File: src/sv/mrc_pkg.sv
// ----------------------------------------------------------------------------
// mrc_pkg
// shared types, codes and helper functions of the modbus response checker
// ----------------------------------------------------------------------------
package mrc_pkg;

    // input command codes
    localparam logic [1:0] CMD_START = 2'd0;
    localparam logic [1:0] CMD_BYTE  = 2'd1;
    localparam logic [1:0] CMD_TICK  = 2'd2;

    // final status codes
    localparam logic [2:0] ST_OK          = 3'd0;
    localparam logic [2:0] ST_WRONG_SLAVE = 3'd1;
    localparam logic [2:0] ST_WRONG_FUNC  = 3'd2;
    localparam logic [2:0] ST_CRC_ERROR   = 3'd3;
    localparam logic [2:0] ST_EXCEPTION   = 3'd4;
    localparam logic [2:0] ST_TIMEOUT     = 3'd5;

    // result kinds
    localparam logic KIND_DATA   = 1'b0;
    localparam logic KIND_STATUS = 1'b1;

    // register map, index taken from paddr[3:2]
    localparam int unsigned PADDR_W = 4;
    localparam logic [1:0] REG_SLAVE_ADDRESS = 2'd0;
    localparam logic [1:0] REG_FUNCTION_CODE = 2'd1;
    localparam logic [1:0] REG_TIMEOUT_TICKS = 2'd2;

    localparam logic [7:0]  SLAVE_ADDRESS_RST = 8'd1;
    localparam logic [6:0]  FUNCTION_CODE_RST = 7'd3;
    localparam logic [15:0] TIMEOUT_TICKS_RST = 16'd1000;

    // crc-16/modbus
    localparam logic [15:0] CRC_INIT = 16'hFFFF;
    localparam logic [15:0] CRC_POLY = 16'hA001;

    localparam int unsigned EXC_BIT = 7;

    // frame lengths
    localparam logic [8:0] HEADER_BYTES   = 9'd5;
    localparam logic [8:0] WRITE_LEN      = 9'd8;
    localparam logic [8:0] MASK_WRITE_LEN = 9'd10;
    localparam logic [8:0] COUNT_MAX      = 9'd511;
    localparam logic [15:0] TICK_MAX      = 16'hFFFF;

    // function codes
    localparam logic [6:0] FC_READ_COILS      = 7'd1;
    localparam logic [6:0] FC_READ_DISCRETE   = 7'd2;
    localparam logic [6:0] FC_READ_HOLDING    = 7'd3;
    localparam logic [6:0] FC_READ_INPUT      = 7'd4;
    localparam logic [6:0] FC_WRITE_COIL      = 7'd5;
    localparam logic [6:0] FC_WRITE_REGISTER  = 7'd6;
    localparam logic [6:0] FC_WRITE_COILS     = 7'd15;
    localparam logic [6:0] FC_WRITE_REGISTERS = 7'd16;
    localparam logic [6:0] FC_MASK_WRITE      = 7'd22;
    localparam logic [6:0] FC_READ_WRITE      = 7'd23;

    // result queue
    localparam int unsigned QDEPTH = 4;
    localparam int unsigned QPTR_W = $clog2(QDEPTH);
    localparam int unsigned QCNT_W = $clog2(QDEPTH + 1);

    typedef struct packed {
        logic       kind;
        logic [7:0] data_byte;
        logic [2:0] status;
        logic [7:0] exception_code;
        logic [8:0] frame_length;
        logic       last;
    } result_t;

    // one byte of reflected crc, bit at a time
    function automatic logic [15:0] crc_byte(input logic [15:0] crc, input logic [7:0] b);
        logic [15:0] c;
        c = crc ^ {8'h00, b};
        for (int i = 0; i < 8; i++)
        begin
            c = c[0] ? ((c >> 1) ^ CRC_POLY) : (c >> 1);
        end
        return c;
    endfunction

    // expected frame length, zero for an unknown function code
    function automatic logic [8:0] length_for(input logic [6:0] fc, input logic [7:0] count_byte);
        logic [8:0] len;
        case (fc)
            FC_READ_COILS, FC_READ_DISCRETE, FC_READ_HOLDING, FC_READ_INPUT, FC_READ_WRITE:
                len = HEADER_BYTES + {1'b0, count_byte};
            FC_WRITE_COIL, FC_WRITE_REGISTER, FC_WRITE_COILS, FC_WRITE_REGISTERS:
                len = WRITE_LEN;
            FC_MASK_WRITE:
                len = MASK_WRITE_LEN;
            default:
                len = 9'd0;
        endcase
        return len;
    endfunction

endpackage

File: src/sv/mrc_in_if.sv
// ----------------------------------------------------------------------------
// mrc_in_if
// command and received byte channel of the modbus response checker
// ----------------------------------------------------------------------------
interface mrc_in_if;
    logic       valid;
    logic       ready;
    logic [1:0] command;
    logic [7:0] rx_byte;

    modport source (output valid, output command, output rx_byte, input ready);
    modport sink   (input valid, input command, input rx_byte, output ready);
endinterface

File: src/sv/mrc_out_if.sv
// ----------------------------------------------------------------------------
// mrc_out_if
// result channel of the modbus response checker
// ----------------------------------------------------------------------------
interface mrc_out_if;
    logic       valid;
    logic       ready;
    logic       kind;
    logic [7:0] data_byte;
    logic [2:0] status;
    logic [7:0] exception_code;
    logic [8:0] frame_length;
    logic       last;

    modport source (output valid, output kind, output data_byte, output status,
                    output exception_code, output frame_length, output last,
                    input ready);
    modport sink   (input valid, input kind, input data_byte, input status,
                    input exception_code, input frame_length, input last,
                    output ready);
endinterface

File: src/sv/modbus_response_checker_top.sv
// ----------------------------------------------------------------------------
// modbus_response_checker_top
// modbus rtu master response checker: echoes received bytes, checks address,
// function, exception and crc, and reports one final status per transaction
// ----------------------------------------------------------------------------
//
//  channel | direction | handshake         | payload
//  --------+-----------+-------------------+----------------------------------
//  rx      | sink      | valid/ready       | command, rx_byte
//  rsp     | source    | valid/ready       | kind, data_byte, status,
//          |           |                   | exception_code, frame_length, last
//  apb     | slave     | psel/penable      | paddr, pwdata, prdata, pready=1
//
//  one transaction per cycle is taken into the input register while the
//  result queue has room, and is worked off from there, so a sustained rate
//  of one item per cycle; a byte that ends a frame makes two results, and
//  the rsp port drains one per cycle while rsp.ready is high, so an item waits
//  in the input register while the result queue holds more than two entries
//  reset clears the transaction state and loads the register defaults;
//  no clearing pass is needed
//  rsp stalls back up through the four-entry result queue into rx.ready
//
module modbus_response_checker_top
(
    input  logic                         clk,
    input  logic                         rst_n,
    mrc_in_if.sink                       rx,
    mrc_out_if.source                    rsp,
    input  logic                         psel,
    input  logic                         penable,
    input  logic                         pwrite,
    input  logic [mrc_pkg::PADDR_W-1:0]  paddr,
    input  logic [31:0]                  pwdata,
    output logic [31:0]                  prdata,
    output logic                         pready
);

    // ------------------------------------------------------------------
    // configuration registers
    // ------------------------------------------------------------------
    logic [7:0]  slave_address_reg;
    logic [6:0]  function_code_reg;
    logic [15:0] timeout_ticks_reg;
    logic        cfg_write;
    logic [1:0]  cfg_index;

    assign pready    = 1'b1;
    assign cfg_write = psel && penable && pwrite && pready;
    assign cfg_index = paddr[3:2];

    always_ff @(posedge clk or negedge rst_n)
    begin
        if (!rst_n)
        begin
            slave_address_reg <= mrc_pkg::SLAVE_ADDRESS_RST;
            function_code_reg <= mrc_pkg::FUNCTION_CODE_RST;
            timeout_ticks_reg <= mrc_pkg::TIMEOUT_TICKS_RST;
        end
        else if (cfg_write)
        begin
            case (cfg_index)
                mrc_pkg::REG_SLAVE_ADDRESS: slave_address_reg <= pwdata[7:0];
                mrc_pkg::REG_FUNCTION_CODE: function_code_reg <= pwdata[6:0];
                mrc_pkg::REG_TIMEOUT_TICKS: timeout_ticks_reg <= pwdata[15:0];
                default: ;
            endcase
        end
    end

    // register readback
    always_comb
    begin
        case (cfg_index)
            mrc_pkg::REG_SLAVE_ADDRESS: prdata = {24'd0, slave_address_reg};
            mrc_pkg::REG_FUNCTION_CODE: prdata = {25'd0, function_code_reg};
            mrc_pkg::REG_TIMEOUT_TICKS: prdata = {16'd0, timeout_ticks_reg};
            default:                    prdata = 32'd0;
        endcase
    end

    // ------------------------------------------------------------------
    // input register
    // ------------------------------------------------------------------
    logic                       in_valid_reg;
    logic [1:0]                 in_cmd_reg;
    logic [7:0]                 in_byte_reg;
    logic [mrc_pkg::QCNT_W-1:0] q_count_reg;
    logic                       q_room;
    logic                       proc_fire;
    logic                       in_fire;

    // room for the two results a single item may make
    assign q_room    = q_count_reg <= mrc_pkg::QCNT_W'(mrc_pkg::QDEPTH - 2);
    assign proc_fire = in_valid_reg && q_room;
    assign rx.ready  = !in_valid_reg || proc_fire;
    assign in_fire   = rx.valid && rx.ready;

    always_ff @(posedge clk or negedge rst_n)
    begin
        if (!rst_n)
        begin
            in_valid_reg <= 1'b0;
        end
        else if (rx.ready)
        begin
            in_valid_reg <= rx.valid;
        end
    end

    always_ff @(posedge clk)
    begin
        if (in_fire)
        begin
            in_cmd_reg  <= rx.command;
            in_byte_reg <= rx.rx_byte;
        end
    end

    // ------------------------------------------------------------------
    // transaction state
    // ------------------------------------------------------------------
    logic        active_reg,     active_next;
    logic [8:0]  count_reg,      count_next;
    logic [15:0] crc_reg,        crc_next;
    logic [7:0]  first_byte_reg, first_byte_next;
    logic [7:0]  second_byte_reg, second_byte_next;
    logic [7:0]  third_byte_reg, third_byte_next;
    logic [15:0] tick_reg,       tick_next;

    logic        push_data;
    logic        push_status;
    logic [2:0]  status_code;
    logic [7:0]  exc_code;
    logic [8:0]  status_len;
    logic [8:0]  count_inc;
    logic [15:0] crc_upd;
    logic [15:0] tick_inc;
    logic [8:0]  exp_len;
    logic        frame_done;

    always_comb
    begin
        active_next      = active_reg;
        count_next       = count_reg;
        crc_next         = crc_reg;
        first_byte_next  = first_byte_reg;
        second_byte_next = second_byte_reg;
        third_byte_next  = third_byte_reg;
        tick_next        = tick_reg;
        push_data        = 1'b0;
        push_status      = 1'b0;
        status_code      = mrc_pkg::ST_OK;
        exc_code         = 8'd0;
        status_len       = count_reg;
        frame_done       = 1'b0;

        count_inc = (count_reg != mrc_pkg::COUNT_MAX) ? count_reg + 9'd1 : count_reg;
        crc_upd   = mrc_pkg::crc_byte(crc_reg, in_byte_reg);
        tick_inc  = (tick_reg != mrc_pkg::TICK_MAX) ? tick_reg + 16'd1 : tick_reg;
        exp_len   = mrc_pkg::length_for(function_code_reg, third_byte_reg);

        if (proc_fire)
        begin
            case (in_cmd_reg)
                mrc_pkg::CMD_START:
                begin
                    // a start during a running transaction is ignored
                    if (!active_reg)
                    begin
                        active_next      = 1'b1;
                        count_next       = 9'd0;
                        crc_next         = mrc_pkg::CRC_INIT;
                        first_byte_next  = 8'd0;
                        second_byte_next = 8'd0;
                        third_byte_next  = 8'd0;
                        tick_next        = 16'd0;
                    end
                end
                mrc_pkg::CMD_TICK:
                begin
                    if (active_reg)
                    begin
                        tick_next = tick_inc;
                        if (tick_inc >= timeout_ticks_reg)
                        begin
                            active_next = 1'b0;
                            push_status = 1'b1;
                            status_code = mrc_pkg::ST_TIMEOUT;
                        end
                    end
                end
                mrc_pkg::CMD_BYTE:
                begin
                    if (active_reg)
                    begin
                        if (count_reg == 9'd0)
                        begin
                            first_byte_next = in_byte_reg;
                        end
                        else if (count_reg == 9'd1)
                        begin
                            second_byte_next = in_byte_reg;
                        end
                        else if (count_reg == 9'd2)
                        begin
                            third_byte_next = in_byte_reg;
                        end
                        count_next = count_inc;
                        crc_next   = crc_upd;
                        push_data  = 1'b1;
                        status_len = count_inc;

                        // header bytes are already held once the fifth arrives
                        if (count_inc >= mrc_pkg::HEADER_BYTES)
                        begin
                            if (first_byte_reg != slave_address_reg)
                            begin
                                status_code = mrc_pkg::ST_WRONG_SLAVE;
                                frame_done  = 1'b1;
                            end
                            else if (second_byte_reg[6:0] != function_code_reg)
                            begin
                                status_code = mrc_pkg::ST_WRONG_FUNC;
                                frame_done  = 1'b1;
                            end
                            else if (second_byte_reg[mrc_pkg::EXC_BIT])
                            begin
                                status_code = mrc_pkg::ST_EXCEPTION;
                                exc_code    = third_byte_reg;
                                frame_done  = 1'b1;
                            end
                            else if (exp_len != 9'd0 && count_inc >= exp_len)
                            begin
                                // crc over payload and check bytes leaves zero
                                status_code = (crc_upd == 16'd0) ? mrc_pkg::ST_OK
                                                                 : mrc_pkg::ST_CRC_ERROR;
                                frame_done  = 1'b1;
                            end
                        end

                        if (frame_done)
                        begin
                            active_next = 1'b0;
                            push_status = 1'b1;
                        end
                    end
                end
                default: ;
            endcase
        end
    end

    always_ff @(posedge clk or negedge rst_n)
    begin
        if (!rst_n)
        begin
            active_reg      <= 1'b0;
            count_reg       <= 9'd0;
            crc_reg         <= mrc_pkg::CRC_INIT;
            first_byte_reg  <= 8'd0;
            second_byte_reg <= 8'd0;
            third_byte_reg  <= 8'd0;
            tick_reg        <= 16'd0;
        end
        else
        begin
            active_reg      <= active_next;
            count_reg       <= count_next;
            crc_reg         <= crc_next;
            first_byte_reg  <= first_byte_next;
            second_byte_reg <= second_byte_next;
            third_byte_reg  <= third_byte_next;
            tick_reg        <= tick_next;
        end
    end

    // ------------------------------------------------------------------
    // result queue: the data echo goes in first, the status right after
    // ------------------------------------------------------------------
    mrc_pkg::result_t           q_mem [mrc_pkg::QDEPTH];
    mrc_pkg::result_t           data_res;
    mrc_pkg::result_t           status_res;
    mrc_pkg::result_t           head;
    logic [mrc_pkg::QPTR_W-1:0] wr_ptr_reg;
    logic [mrc_pkg::QPTR_W-1:0] rd_ptr_reg;
    logic [mrc_pkg::QPTR_W-1:0] status_slot;
    logic [mrc_pkg::QCNT_W-1:0] push_cnt;
    logic                       pop;

    always_comb
    begin
        data_res.kind           = mrc_pkg::KIND_DATA;
        data_res.data_byte      = in_byte_reg;
        data_res.status         = mrc_pkg::ST_OK;
        data_res.exception_code = 8'd0;
        data_res.frame_length   = count_inc;
        data_res.last           = 1'b0;

        status_res.kind           = mrc_pkg::KIND_STATUS;
        status_res.data_byte      = 8'd0;
        status_res.status         = status_code;
        status_res.exception_code = exc_code;
        status_res.frame_length   = status_len;
        status_res.last           = 1'b1;
    end

    assign status_slot = wr_ptr_reg + mrc_pkg::QPTR_W'(push_data);
    assign push_cnt    = mrc_pkg::QCNT_W'(push_data) + mrc_pkg::QCNT_W'(push_status);
    assign pop         = rsp.valid && rsp.ready;

    always_ff @(posedge clk)
    begin
        if (push_data)
        begin
            q_mem[wr_ptr_reg] <= data_res;
        end
        if (push_status)
        begin
            q_mem[status_slot] <= status_res;
        end
    end

    always_ff @(posedge clk or negedge rst_n)
    begin
        if (!rst_n)
        begin
            wr_ptr_reg  <= '0;
            rd_ptr_reg  <= '0;
            q_count_reg <= '0;
        end
        else
        begin
            wr_ptr_reg  <= wr_ptr_reg + mrc_pkg::QPTR_W'(push_cnt);
            rd_ptr_reg  <= rd_ptr_reg + mrc_pkg::QPTR_W'(pop);
            q_count_reg <= q_count_reg + push_cnt - mrc_pkg::QCNT_W'(pop);
        end
    end

    assign head               = q_mem[rd_ptr_reg];
    assign rsp.valid          = q_count_reg != '0;
    assign rsp.kind           = head.kind;
    assign rsp.data_byte      = head.data_byte;
    assign rsp.status         = head.status;
    assign rsp.exception_code = head.exception_code;
    assign rsp.frame_length   = head.frame_length;
    assign rsp.last           = head.last;

    // ------------------------------------------------------------------
    // assertions
    // ------------------------------------------------------------------
`ifndef SYNTHESIS
    a_queue_bound: assert property (@(posedge clk) disable iff (!rst_n)
        q_count_reg <= mrc_pkg::QCNT_W'(mrc_pkg::QDEPTH))
        else $error("result queue overflow");

    a_end_has_status: assert property (@(posedge clk) disable iff (!rst_n)
        $fell(active_reg) |-> $past(push_status))
        else $error("transaction ended without a status result");

    a_status_when_active: assert property (@(posedge clk) disable iff (!rst_n)
        push_status |-> active_reg)
        else $error("status result outside a transaction");

    a_head_last_kind: assert property (@(posedge clk) disable iff (!rst_n)
        rsp.valid |-> (rsp.last == rsp.kind))
        else $error("last flag does not match result kind");

    a_input_held: assert property (@(posedge clk) disable iff (!rst_n)
        (in_valid_reg && !proc_fire) |=> (in_valid_reg && $stable(in_cmd_reg)
                                          && $stable(in_byte_reg)))
        else $error("waiting input item lost");
`endif

endmodule

File: src/flat_wrapper.sv
// flat-port wrapper written by rule: the top's interface ports become plain ports
module modbus_response_checker_top_flat 
  (clk, rst_n, psel, penable, pwrite, paddr, pwdata, prdata, pready, rx_valid, rx_command, rx_rx_byte, rx_ready, rsp_valid, rsp_kind, rsp_data_byte, rsp_status, rsp_exception_code, rsp_frame_length, rsp_last, rsp_ready);
  mrc_in_if rx_i ();
  mrc_out_if rsp_i ();
  input  logic clk;
  input  logic rst_n;
  input  logic psel;
  input  logic penable;
  input  logic pwrite;
  input  logic [mrc_pkg::PADDR_W-1:0] paddr;
  input  logic [31:0] pwdata;
  output logic [31:0] prdata;
  output logic pready;
  input wire logic [$bits(rx_i.valid)-1:0] rx_valid;
  input wire logic [$bits(rx_i.command)-1:0] rx_command;
  input wire logic [$bits(rx_i.rx_byte)-1:0] rx_rx_byte;
  output wire logic [$bits(rx_i.ready)-1:0] rx_ready;
  output wire logic [$bits(rsp_i.valid)-1:0] rsp_valid;
  output wire logic [$bits(rsp_i.kind)-1:0] rsp_kind;
  output wire logic [$bits(rsp_i.data_byte)-1:0] rsp_data_byte;
  output wire logic [$bits(rsp_i.status)-1:0] rsp_status;
  output wire logic [$bits(rsp_i.exception_code)-1:0] rsp_exception_code;
  output wire logic [$bits(rsp_i.frame_length)-1:0] rsp_frame_length;
  output wire logic [$bits(rsp_i.last)-1:0] rsp_last;
  input wire logic [$bits(rsp_i.ready)-1:0] rsp_ready;
  assign rx_i.valid = rx_valid;
  assign rx_i.command = rx_command;
  assign rx_i.rx_byte = rx_rx_byte;
  assign rx_ready = rx_i.ready;
  assign rsp_valid = rsp_i.valid;
  assign rsp_kind = rsp_i.kind;
  assign rsp_data_byte = rsp_i.data_byte;
  assign rsp_status = rsp_i.status;
  assign rsp_exception_code = rsp_i.exception_code;
  assign rsp_frame_length = rsp_i.frame_length;
  assign rsp_last = rsp_i.last;
  assign rsp_i.ready = rsp_ready;
  modbus_response_checker_top u_core (.clk(clk), .rst_n(rst_n), .rx(rx_i), .rsp(rsp_i), .psel(psel), .penable(penable), .pwrite(pwrite), .paddr(paddr), .pwdata(pwdata), .prdata(prdata), .pready(pready));
endmodule
File: config.mk
export PLATFORM = sky130hd
export DESIGN_NAME = modbus_response_checker_top_flat
export DESIGN_NICKNAME = d
export VERILOG_FILES = /design/src/sv/mrc_pkg.sv /design/src/sv/mrc_in_if.sv /design/src/sv/mrc_out_if.sv /design/src/sv/modbus_response_checker_top.sv /design/src/flat_wrapper.sv
export SDC_FILE = /design/constraint.sdc
export NUM_CORES = 1
export LEC_CHECK = 0
export ABC_AREA = 1
export BUFFER_PORTS_ARGS = -buffer_cell sky130_fd_sc_hd__clkbuf_2
export CORE_UTILIZATION = 50
export DETAILED_ROUTE_END_ITERATION = 10
export GPL_ROUTABILITY_DRIVEN = 0
export PLACE_DENSITY_LB_ADDON = 0.05
export SYNTH_ARGS = -nofsm -noshare
export SYNTH_HDL_FRONTEND = slang
export SYNTH_SLANG_ARGS = --single-unit
File: constraint.sdc
create_clock -name clk -period 12.3 [get_ports clk]
set_clock_uncertainty 0.1 [all_clocks]
set_input_delay 1.23 -clock clk [delete_from_list [all_inputs] [get_ports clk]]
set_output_delay 1.23 -clock clk [all_outputs]
set_load 0.01 [all_outputs]
# Word-level counts from Yosys, hierarchy flattened
# Memories as Yosys holds them, arrays and structs flattened.
# Cells that the tools add are included.
[op_classes]
magnitude_cmp = 4
reduce_logical = 29
add_sub_neg = 9
eq_ne = 28
bitwise_logic = 9
mux = 80
[ops]
columns = ["op", "count"]
rows = [
  ["16-bit 2-to-1 mux", 13],
  ["8-bit 2-to-1 mux", 17],
  ["16-bit one-hot mux with 2 select lines", 2],
  ["16-bit one-hot mux with 3 select lines", 1],
  ["8-bit one-hot mux with 2 select lines", 3],
  ["9-bit 2-to-1 mux", 5],
  ["3-bit 2-to-1 mux", 9],
  ["9-bit one-hot mux with 3 select lines", 1],
  ["1-bit 2-to-1 mux", 24],
  ["2-bit NOT with 3-bit output", 8],
  ["7-bit by 3-bit == test with 1-bit output, second input constant", 3],
  ["7-bit by 5-bit == test with 1-bit output, second input constant", 3],
  ["9-bit one-hot mux with 2 select lines", 1],
  ["16-bit by 1-bit adder with 16-bit output, second input constant", 1],
  ["16-bit >= comparator", 1],
  ["16-bit logical NOT", 1],
  ["16-bit inequality test, second input constant", 1],
  ["16-bit by 8-bit XOR with 16-bit output", 1],
  ["7-bit by 2-bit == test with 1-bit output, second input constant", 2],
  ["2-bit by 1-bit inequality test with 1-bit output, second input constant", 5],
  ["3-bit by 8-bit adder with 9-bit output, first input constant", 1],
  ["9-bit by 1-bit adder with 9-bit output, second input constant", 1],
  ["9-bit by 1-bit == test with 1-bit output, second input constant", 1],
  ["9-bit by 2-bit == test with 1-bit output, second input constant", 1],
  ["36 further kinds", 53],
]
[word_totals]
memories = 1
mem_bits_rw = 120
regBits = 115
output_inout_bits = 65
inputBits = 53
[memory_table]
columns = ["memory", "depth", "word_bits", "rd", "rd_clocked_by_memory_dff", "wr", "line", "rtl"]
rows = [
  ["u_core.q_mem", 4, 30, 1, 0, 2, "modbus_response_checker_top.sv:280", "mrc_pkg::result_t q_mem [mrc_pkg::QDEPTH];"],
]

# Logic depth before layout (Yosys ltp)
# Gate-level depths: netlist of run 1.
[logic_depth]
word_depth = 27
mapped_depth = 26
mapped_depth_nobuf = 26

# Least setup slack after synthesis of run 1
# Ideal clock, no wire load.
[synth_timing]
path_kind = "reg-to-reg"
startpoint = "register u_core.tick_reg[0]"
endpoint = "register u_core.q_count_reg[2] in the netlist's numbering"
setup_ns = 0.123
t_required_ns = 12.077
path_stages_with_launch = 27
arrival_ns = 3.855
n_path_buf = 0
slack_ns = 8.222
path_cell_list = "dfrtp_1 > ha_1 > inv_1 > nor4_1 > nand2_1 > nor2_1 > nand2_1 > inv_1 > nor3_1 > nand2_1 > xor2_1 > inv_1 > ha_1 > nand2_1 > nor2_1 > nand2_1 > o211ai_1 > nand2_1 > nand3_1 > nand2_1 > a21boi_0 > ha_1 > inv_1 > ha_1 > inv_1 > fa_1 > xnor2_1"
[synth_via]
elab_chain_cells = 10
elab_cells_between_ends = 11
[synth_lines]
columns = ["element", "line", "rtl"]
rows = [
  ["start, declared", "modbus_response_checker_top.sv:128", "logic [15:0] tick_reg, tick_next;"],
  ["start signal, assigned", "modbus_response_checker_top.sv:273", "tick_reg <= tick_next;"],
  ["16-bit by 1-bit adder with 16-bit output / 16-bit inequality test (equally long branches)", "modbus_response_checker_top.sv:159", "tick_inc = (tick_reg != mrc_pkg::TICK_MAX) ? tick_reg + 16'd1 : tick_reg;"],
  ["16-bit 2-to-1 mux *", "modbus_response_checker_top.sv:159", ""],
  ["16-bit >= comparator *", "modbus_response_checker_top.sv:184", "if (tick_inc >= timeout_ticks_reg)"],
  ["1-bit 2-to-1 mux *", "modbus_response_checker_top.sv:184", ""],
  ["1-bit 2-to-1 mux *", "modbus_response_checker_top.sv:181", "if (active_reg)"],
  ["1-bit one-hot mux with 2 select lines *", "modbus_response_checker_top.sv:164", "case (in_cmd_reg)"],
  ["1-bit 2-to-1 mux *", "modbus_response_checker_top.sv:162", "if (proc_fire)"],
  ["1-bit by 1-bit adder with 2-bit output *", "modbus_response_checker_top.sv:308", "assign push_cnt = mrc_pkg::QCNT_W'(push_data) + mrc_pkg::QCNT_W'(push_status);"],
  ["3-bit adder *", "modbus_response_checker_top.sv:335", "q_count_reg <= q_count_reg + push_cnt - mrc_pkg::QCNT_W'(pop);"],
  ["3-bit by 1-bit subtractor with 3-bit output *", "modbus_response_checker_top.sv:335", ""],
  ["end signal, assigned", "modbus_response_checker_top.sv:335", ""],
  ["end, declared", "modbus_response_checker_top.sv:87", "logic [mrc_pkg::QCNT_W-1:0] q_count_reg;"],
]
# Every way passes the cells marked *; elsewhere a longest branch is shown, timed or not.
# A chain may end at the register's enable or synchronous reset.

==> results.yml, run 1 <==
cells_and_area:
  seq_area_sq_um: 6080
  largest_reg_flops: 116
  fin_cells: 2013
  antenna_cells: 0
  nFillCells: 2395
  finalInstanceArea_sq_um: 14200
  syn_to_final_growth_pct: 9.59
  drive_above_1_share: 0.116
  regMostFlops: "u_core.q_mem"
  fin_nets: 1761
  multi_input_area_sq_um: 5700
detailed_routing:
  antenna_left: 0
  detail_route.wl_per_cell_um: 15.9
  post_drt_via_cell_ratio: 5.24
  first_pass_iters: 6
  drt_iter0_markers: 754
  drc: 0
  routed_wl_mm: 32.0
  via_count: 10500
floorplanning:
  core_area_sq_um: 25300
  die_w_um: 163
  start_util: 0.513
  rows: 58
  io_pins: 118
  die_h_um: 163
  dieArea_sq_um: 26600
placement:
  place_inst: 1967
  dpl_cell_area_sq_um: 13500
  port_buffers: 82
  post-place-ws_ps: 6300
  dp_hpwl_mm: 21.8
clocking:
  holdBufCountCts: 0
  cts_buffers: 25
  cts.reportedPaths.clkPinSlew_ps: 60
  tritoncts: "yes"
  h-tree-depth: 1
  cts_root_buffer: "clkbuf_16"
  cts_sinks: 231
  clk_latency_ps: 540
  cts_setup_buffers: 0
  ctsResizeCount: 0
  cts_buffer_depth: 3
worst_setup_path:
  path_delay_family: "simple AND/OR/NAND/NOR gates"
  r2r-start: "u_core.tick_reg[0]$_DFFE_PN0P_"
  worst_path_max_delay_cell: "nand2_1"
  timing.critical_path.from: "u_core.tick_reg[0]$_DFFE_PN0P_"
  reg2reg_depth: 19
  cp.arrival_ps: 6020
  end_kind: "register"
  slowest_delay_ps: 1110
  crit_top_cell: "nand2_1"
  reg2reg_slack_ps: 6330
  critPathRequiredTime_ps: 12350
  cp_num_buf_inv: 3
  cp.depth: 19
  cp-start-kind: "register"
  reg2reg_to: "u_core.q_mem[0][2]$_DFFE_PP_"
  path_cells: "ha_1, inv_1, nor4_1, nand2_1, nor2_1, nand2_1, inv_1, nor2_1, xor2_1, inv_1, ha_1, nand2_1, nor3_1, nand3_1, nand3_1, nand2_1, nand2_4, nand3_2, nand2_1"
  crit_end: "u_core.q_mem[0][2]$_DFFE_PP_"
  crit_type: "reg -> reg"
  worstPathMaxFanout: 41
logic_synthesis:
  synth.avg_cell_area_sq_um: 8.04
  ys_dominant_reg_cell: "edfxtp_1"
  async_flop_share: 0.455
  yosys.area.top_type_share: 0.208
  yosys-top-cells-area: "edfxtp_1, dfrtp_1, nand2_1"
  synth.distinct_cells: 52
  ys_warn_count: 0
  synth.cell_area_sq_um: 13000
  synth_cells: 1615
  synth-edff-count: 90
  yosys_register_bits: 231
  yosys.area.top_type: "edfxtp_1"
  synth_seq_area_share: 0.468
min_path:
  hold_depth: 2
  min_from: "u_core.q_mem[1][0]$_SDFFE_PP1P_"
  holdCritPathClass: "reg -> reg"
global_routing:
  grtUsageTotal: 0.247
  antenna_found_initial: 1
  grt_max_degree: 71
  grt_overflow_total: 0
  first_global_vias: 9723
  grt_pass1_wl_mm: 51.9
sta:
  maxSlewViolCount: 0
  relSlewSlack: 0.262
  fin_ws_ps: 6330
  fin_crit_sh: 0.486
  hold_slack_ps: 350
  fmax_ghz: 0.167
  setup_viol: 0
  finalHoldViolations: 0
  period_minus_slack_ps: 5970
  worst_pin_slew_ps: 1100
  rsz0062_at_grt: "no"
  setup_tns_ps: 0
status:
  status: "complete, no violations"
run:
  drv_cap: 0
power_and_ir_drop:
  leakage_nw: 6.74
  peakVddDrop_mv: 0.120
  power.density_nw_per_um2: 213
-- where the power goes --
part / internal, mW / total (mW) / switching [mW]
registers: 0.984 / 1.10 / 0.114
clock network: 0.409 / 0.715 / 0.307
logic: 0.400 / 1.22 / 0.815
total: 1.79 / 3.03 / 1.24
-- how the worst min path moves through the flow --
stage / slack (ps) / to
6_report: 350 / u_core.q_mem[1][0]$_SDFFE_PP1P_
5_1_grt: 370 / u_core.q_mem[1][0]$_SDFFE_PP1P_
4_1_cts: 350 / u_core.q_mem[1][0]$_SDFFE_PP1P_
3_5_place_dp: 340 / u_core.q_mem[1][0]$_SDFFE_PP1P_
3_3_place_gp: 330 / u_core.q_mem[2][0]$_SDFFE_PP1P_
2_1_floorplan: 320 / u_core.q_mem[1][0]$_SDFFE_PP1P_
-- cell usage after synthesis (2+ instances only) --
cell	n
nor4_1	6
o21ai_0	157
nand2_1	377
o22a_1	2
dfstp_2	25
xor2_1	36
inv_1	196
a21oi_1	34
nand2_4	4
o21bai_1	2
buf_2	13
nand4_1	46
o21ai_1	19
nand3_1	39
o22ai_1	46
nand3_2	7
nor3_1	15
o211ai_1	7
buf_8	4
nor2_4	4
dfrtp_1	80
nor2_2	4
xnor2_1	13
clkbuf_1	37
buf_1	2
nand2_2	6
o221ai_1	2
ha_1	43
or2_2	3
a22oi_1	8
dfxtp_1	36
conb_1	2
a21boi_0	3
nor2_1	196
inv_2	7
edfxtp_1	90
nor3_2	3
buf_4	27
-- routing by layer --
layer	wire (um)	up-vias	global-route usage	share of wire
li1	-	5362	-	-
met1	15300	4879	0.345	0.48
met2	14600	259	0.403	0.46
met3	1600	43	0.0312	0.050
met4	535	0	0.0624	0.017
met5	0	-	0	0
-- cells in the final DEF, fill, tap and decap left out, types with 34 or more instances in the layout --
cell	n
nand2_1	377
inv_1	196
nor2_1	195
o21ai_0	157
edfxtp_1	90
clkbuf_2	81
dfrtp_1	80
nand4_1	46
o22ai_1	46
ha_1	43
nand3_1	39
xor2_1	36
dfxtp_1	36
a21oi_1	34
-- area by class of cell --
| cell class | instances | share of cell area |
|---|---|---|
| multi-input combinational | 1110 | 0.401 |
| clock inverter | 8 | 0.00352 |
| clock buffer | 38 | 0.0512 |
| sequential | 231 | 0.427 |
| tap | 330 | 0.0290 |
| timing repair buffer | 91 | 0.0338 |
| inverter | 205 | 0.0543 |
-- cell families after synthesis --
logic type / synth area share
AND/OR/NAND/NOR: 0.236
other: 0.000578
buffers and inverters: 0.0968
flip-flops: 0.468
XOR/XNOR: 0.0331
AO/OA/AOI/OAI: 0.122
adder cells (fa/ha/maj): 0.0430
-- metrics by stage --
step                      power, mW   util
after floorplan                1.95      -
after global placement         2.30  0.531
after detailed placement       2.33  0.531
after CTS                      3.05  0.562
after global routing           3.26  0.562
final                          3.03  0.562
-- worst register-to-register path: stages (launching register included) --
cell     delay, ps
dfrtp_1        350
ha_1           190
inv_1           60
nor4_1         520
nand2_1        220
nor2_1         170
nand2_1        170
inv_1          160
nor2_1          70
xor2_1         200
inv_1           80
ha_1           270
nand2_1         60
nor3_1         310
nand3_1        110
nand3_1        170
nand2_1        130
nand2_4        360
nand3_2        770
nand2_1       1120
No activity file was read; power rests on OpenSTA's default activity.
==> inputs of run 2 (changes only) <==
--- a/config.mk
+++ b/config.mk
@@ -5,7 +5,7 @@
 export SDC_FILE = /design/constraint.sdc
 export NUM_CORES = 1
 export LEC_CHECK = 0
-export ABC_AREA = 1
+export ABC_AREA = 0
 export BUFFER_PORTS_ARGS = -buffer_cell sky130_fd_sc_hd__clkbuf_2
 export CORE_UTILIZATION = 50
 export DETAILED_ROUTE_END_ITERATION = 10
==> constraint.sdc (replaced) <==
create_clock -name clk -period 5 [get_ports clk]
set_clock_uncertainty 0.1 [all_clocks]
set_input_delay 0.5 -clock clk [delete_from_list [all_inputs] [get_ports clk]]
set_output_delay 0.5 -clock clk [all_outputs]
set_load 0.01 [all_outputs]
==> run 2 against run 1 <==
Effect of this change:
- the flow now finishes with violations (negative hold slack)
- register-to-register slack worse by 5900 ps
- cell area is 1.7% lower
- via count is 13% lower
- critical endpoint is now u_core.q_count_reg[2]$_DFF_PN0_
- largest cell class unchanged
==> results.yml, run 2 <==
placement:
  dpl_cell_area_sq_um: 13100
  place_inst: 1587
  port_buffers: 82
  dp_hpwl_mm: 21.5
detailed_routing:
  first_pass_iters: 5
  detail_route.wl_per_cell_um: 18.7
  drc: 0
  via_count: 9182
  post_drt_via_cell_ratio: 5.61
  routed_wl_mm: 30.6
  drt_iter0_markers: 704
  antenna_left: 0
clocking:
  cts_sinks: 231
  holdBufCountCts: 0
  cts_buffer_depth: 3
  tritoncts: "yes"
  cts_buffers: 27
  cts_setup_buffers: 0
  cts.reportedPaths.clkPinSlew_ps: 60
  ctsResizeCount: 0
  cts_root_buffer: "clkbuf_16"
  clk_latency_ps: 530
  h-tree-depth: 1
min_path:
  holdCritPathClass: "in -> async"
sta:
  maxSlewViolCount: 0
  setup_viol: 0
  rsz0062_at_grt: "no"
  fmax_ghz: 0.216
  relSlewSlack: 0.234
  finalHoldViolations: 2
  worst_pin_slew_ps: 1140
  period_minus_slack_ps: 4620
  fin_crit_sh: 0.924
  hold_slack_ps: -11.3
  setup_tns_ps: 0
cells_and_area:
  nFillCells: 2162
  syn_to_final_growth_pct: 12.7
  multi_input_area_sq_um: 5790
  finalInstanceArea_sq_um: 14000
  final_cell_mix: "nand2_1, nor2_1, edfxtp_1"
  drive_above_1_share: 0.186
  antenna_cells: 0
  seq_area_sq_um: 6080
  fin_cells: 1636
  largest_reg_flops: 116
  fin_nets: 1389
  regMostFlops: "u_core.q_mem"
  mostFrequentLayoutCell: "nand2_1"
logic_synthesis:
  synth.cell_area_sq_um: 12400
  synth-edff-count: 90
  yosys.area.top_type: "edfxtp_1"
  ys_warn_count: 0
  synth_seq_area_share: 0.490
  async_flop_share: 0.455
  synth.avg_cell_area_sq_um: 10.2
  ys_dominant_reg_cell: "edfxtp_1"
  yosys-top-cells-area: "edfxtp_1, dfrtp_1, nand2_1"
  synth.distinct_cells: 80
  synth_cells: 1219
  yosys.area.top_type_share: 0.218
  yosysMostFrequentCell: "nand2_1"
  yosys_register_bits: 231
  synth_common_cells: "nand2_1, nor2_1, edfxtp_1"
worst_setup_path:
  critPathRequiredTime_ps: 5320
  end_kind: "register"
  cp-start-kind: "register"
  crit_type: "reg -> reg"
  cp.arrival_ps: 4940
  worstPathMaxFanout: 5
  slowest_delay_ps: 420
  path_cells: "ha_1, nand2_1, and4b_1, nor2b_1, nor3b_1, buf_4, and3_1, xor2_1, ha_1, a21oi_1, a2bb2oi_1, nor4bb_1, o21a_1, nor4_2, a21oi_4, inv_1, ha_1, ha_1, fa_1, xnor2_1"
  crit_top_cell: "ha_1"
  worst_path_max_delay_cell: "dfrtp_1"
floorplanning:
  rows: 57
  core_area_sq_um: 24300
  die_h_um: 160
  start_util: 0.510
  dieArea_sq_um: 25500
  io_pins: 118
  die_w_um: 160
run:
  drv_cap: 0
global_routing:
  grtUsageTotal: 0.246
  first_global_vias: 8915
  grt_overflow_total: 0
  antenna_found_initial: 0
  grt_pass1_wl_mm: 49.3
  grt_max_degree: 68
power_and_ir_drop:
  peakVddDrop_mv: 0.348
  leakage_nw: 5.62
  power.density_nw_per_um2: 523
  fin_total_pwr_mw: 7.31
status:
  violations: "negative hold slack"
  status: "finished with violations"
==> run 2: changes by cell type in the layout (fill, tap and decap cells not counted), sizes merged, moves of 33 or more <==
cell	before	now
nand4	46	13
nand2	387	199
xnor2	13	48
nor2	204	91
inv	205	46
o21ai	178	87
==> run 2: worst paths after layout <==
check	cells past startpoint	to	start	slack, ps
max	20	u_core.q_count_reg[2]$_DFF_PN0_	u_core.tick_reg[0]$_DFFE_PN0P_	380
min	1	u_core.slave_address_reg[1]$_DFFE_PN0P_	rst_n	-10
max reg2reg	20	u_core.q_count_reg[2]$_DFF_PN0_	u_core.tick_reg[0]$_DFFE_PN0P_	380
min reg2reg	2	u_core.q_mem[2][0]$_SDFFE_PP1P_	u_core.q_mem[2][0]$_SDFFE_PP1P_	340
max in group asynchronous	2	u_core.crc_reg[5]$_DFFE_PN1P_	rst_n	3720
min in group clk	1	u_core.in_byte_reg[3]$_DFFE_PP_	rx_rx_byte[3]	50
==> run 2: where the power goes <==
part / leakage, nW / internal [mW] / switching [mW] / total [mW]
logic: 2.83 / 1.14 / 1.32 / 2.46
registers: 2.36 / 2.47 / 0.466 / 2.94
clock network: 0.425 / 1.15 / 0.769 / 1.92
total: 5.62 / 4.76 / 2.56 / 7.31
==> run 2: critical path: cells and delay by family, from the launching register on <==
kind / cells / cell delay [ps]
XOR/XNOR: 2 / 310
AND/OR/NAND/NOR: 7 / 1320
flip-flops: 1 / 420
buffers and inverters: 2 / 220
adder cells (fa/ha/maj): 5 / 1380
AO/OA/AOI/OAI: 4 / 770
==> run 2: area by class of cell <==
cell class	count	share of cell area
clock inverter	6	0.00438
timing repair buffer	115	0.0481
inverter	45	0.0121
sequential	231	0.435
clock buffer	43	0.0574
multi-input combinational	872	0.414
tap	324	0.0290
==> run 2: through the flow <==
stage,setup WS [ps],hold slack [ps],utilization
detailed placement,354,330,0.540
global route,66.8,32.3,0.575
floorplan,277,104,-
finish,378,-11.3,0.575
CTS,345,27.2,0.575
global placement,425,330,0.540
==> run 2: cells by family after synthesis <==
family          count (synthesis)  share of synthesized area
flops                         231                      0.490
simple gates                  427                      0.157
mux                            65                     0.0832
compound gates                252                      0.128
buf+inv                       131                     0.0485
other cells                     2                   0.000605
fa+ha+maj                      44                     0.0450
xor+xnor                       67                     0.0479
==> run 2: metal layers <==
| metal | track usage | wire length, um |
|---|---|---|
| met4 | 0.0695 | 801 |
| met2 | 0.387 | 14100 |
| met5 | 0 | 0 |
| met1 | 0.360 | 14400 |
| met3 | 0.0281 | 1320 |
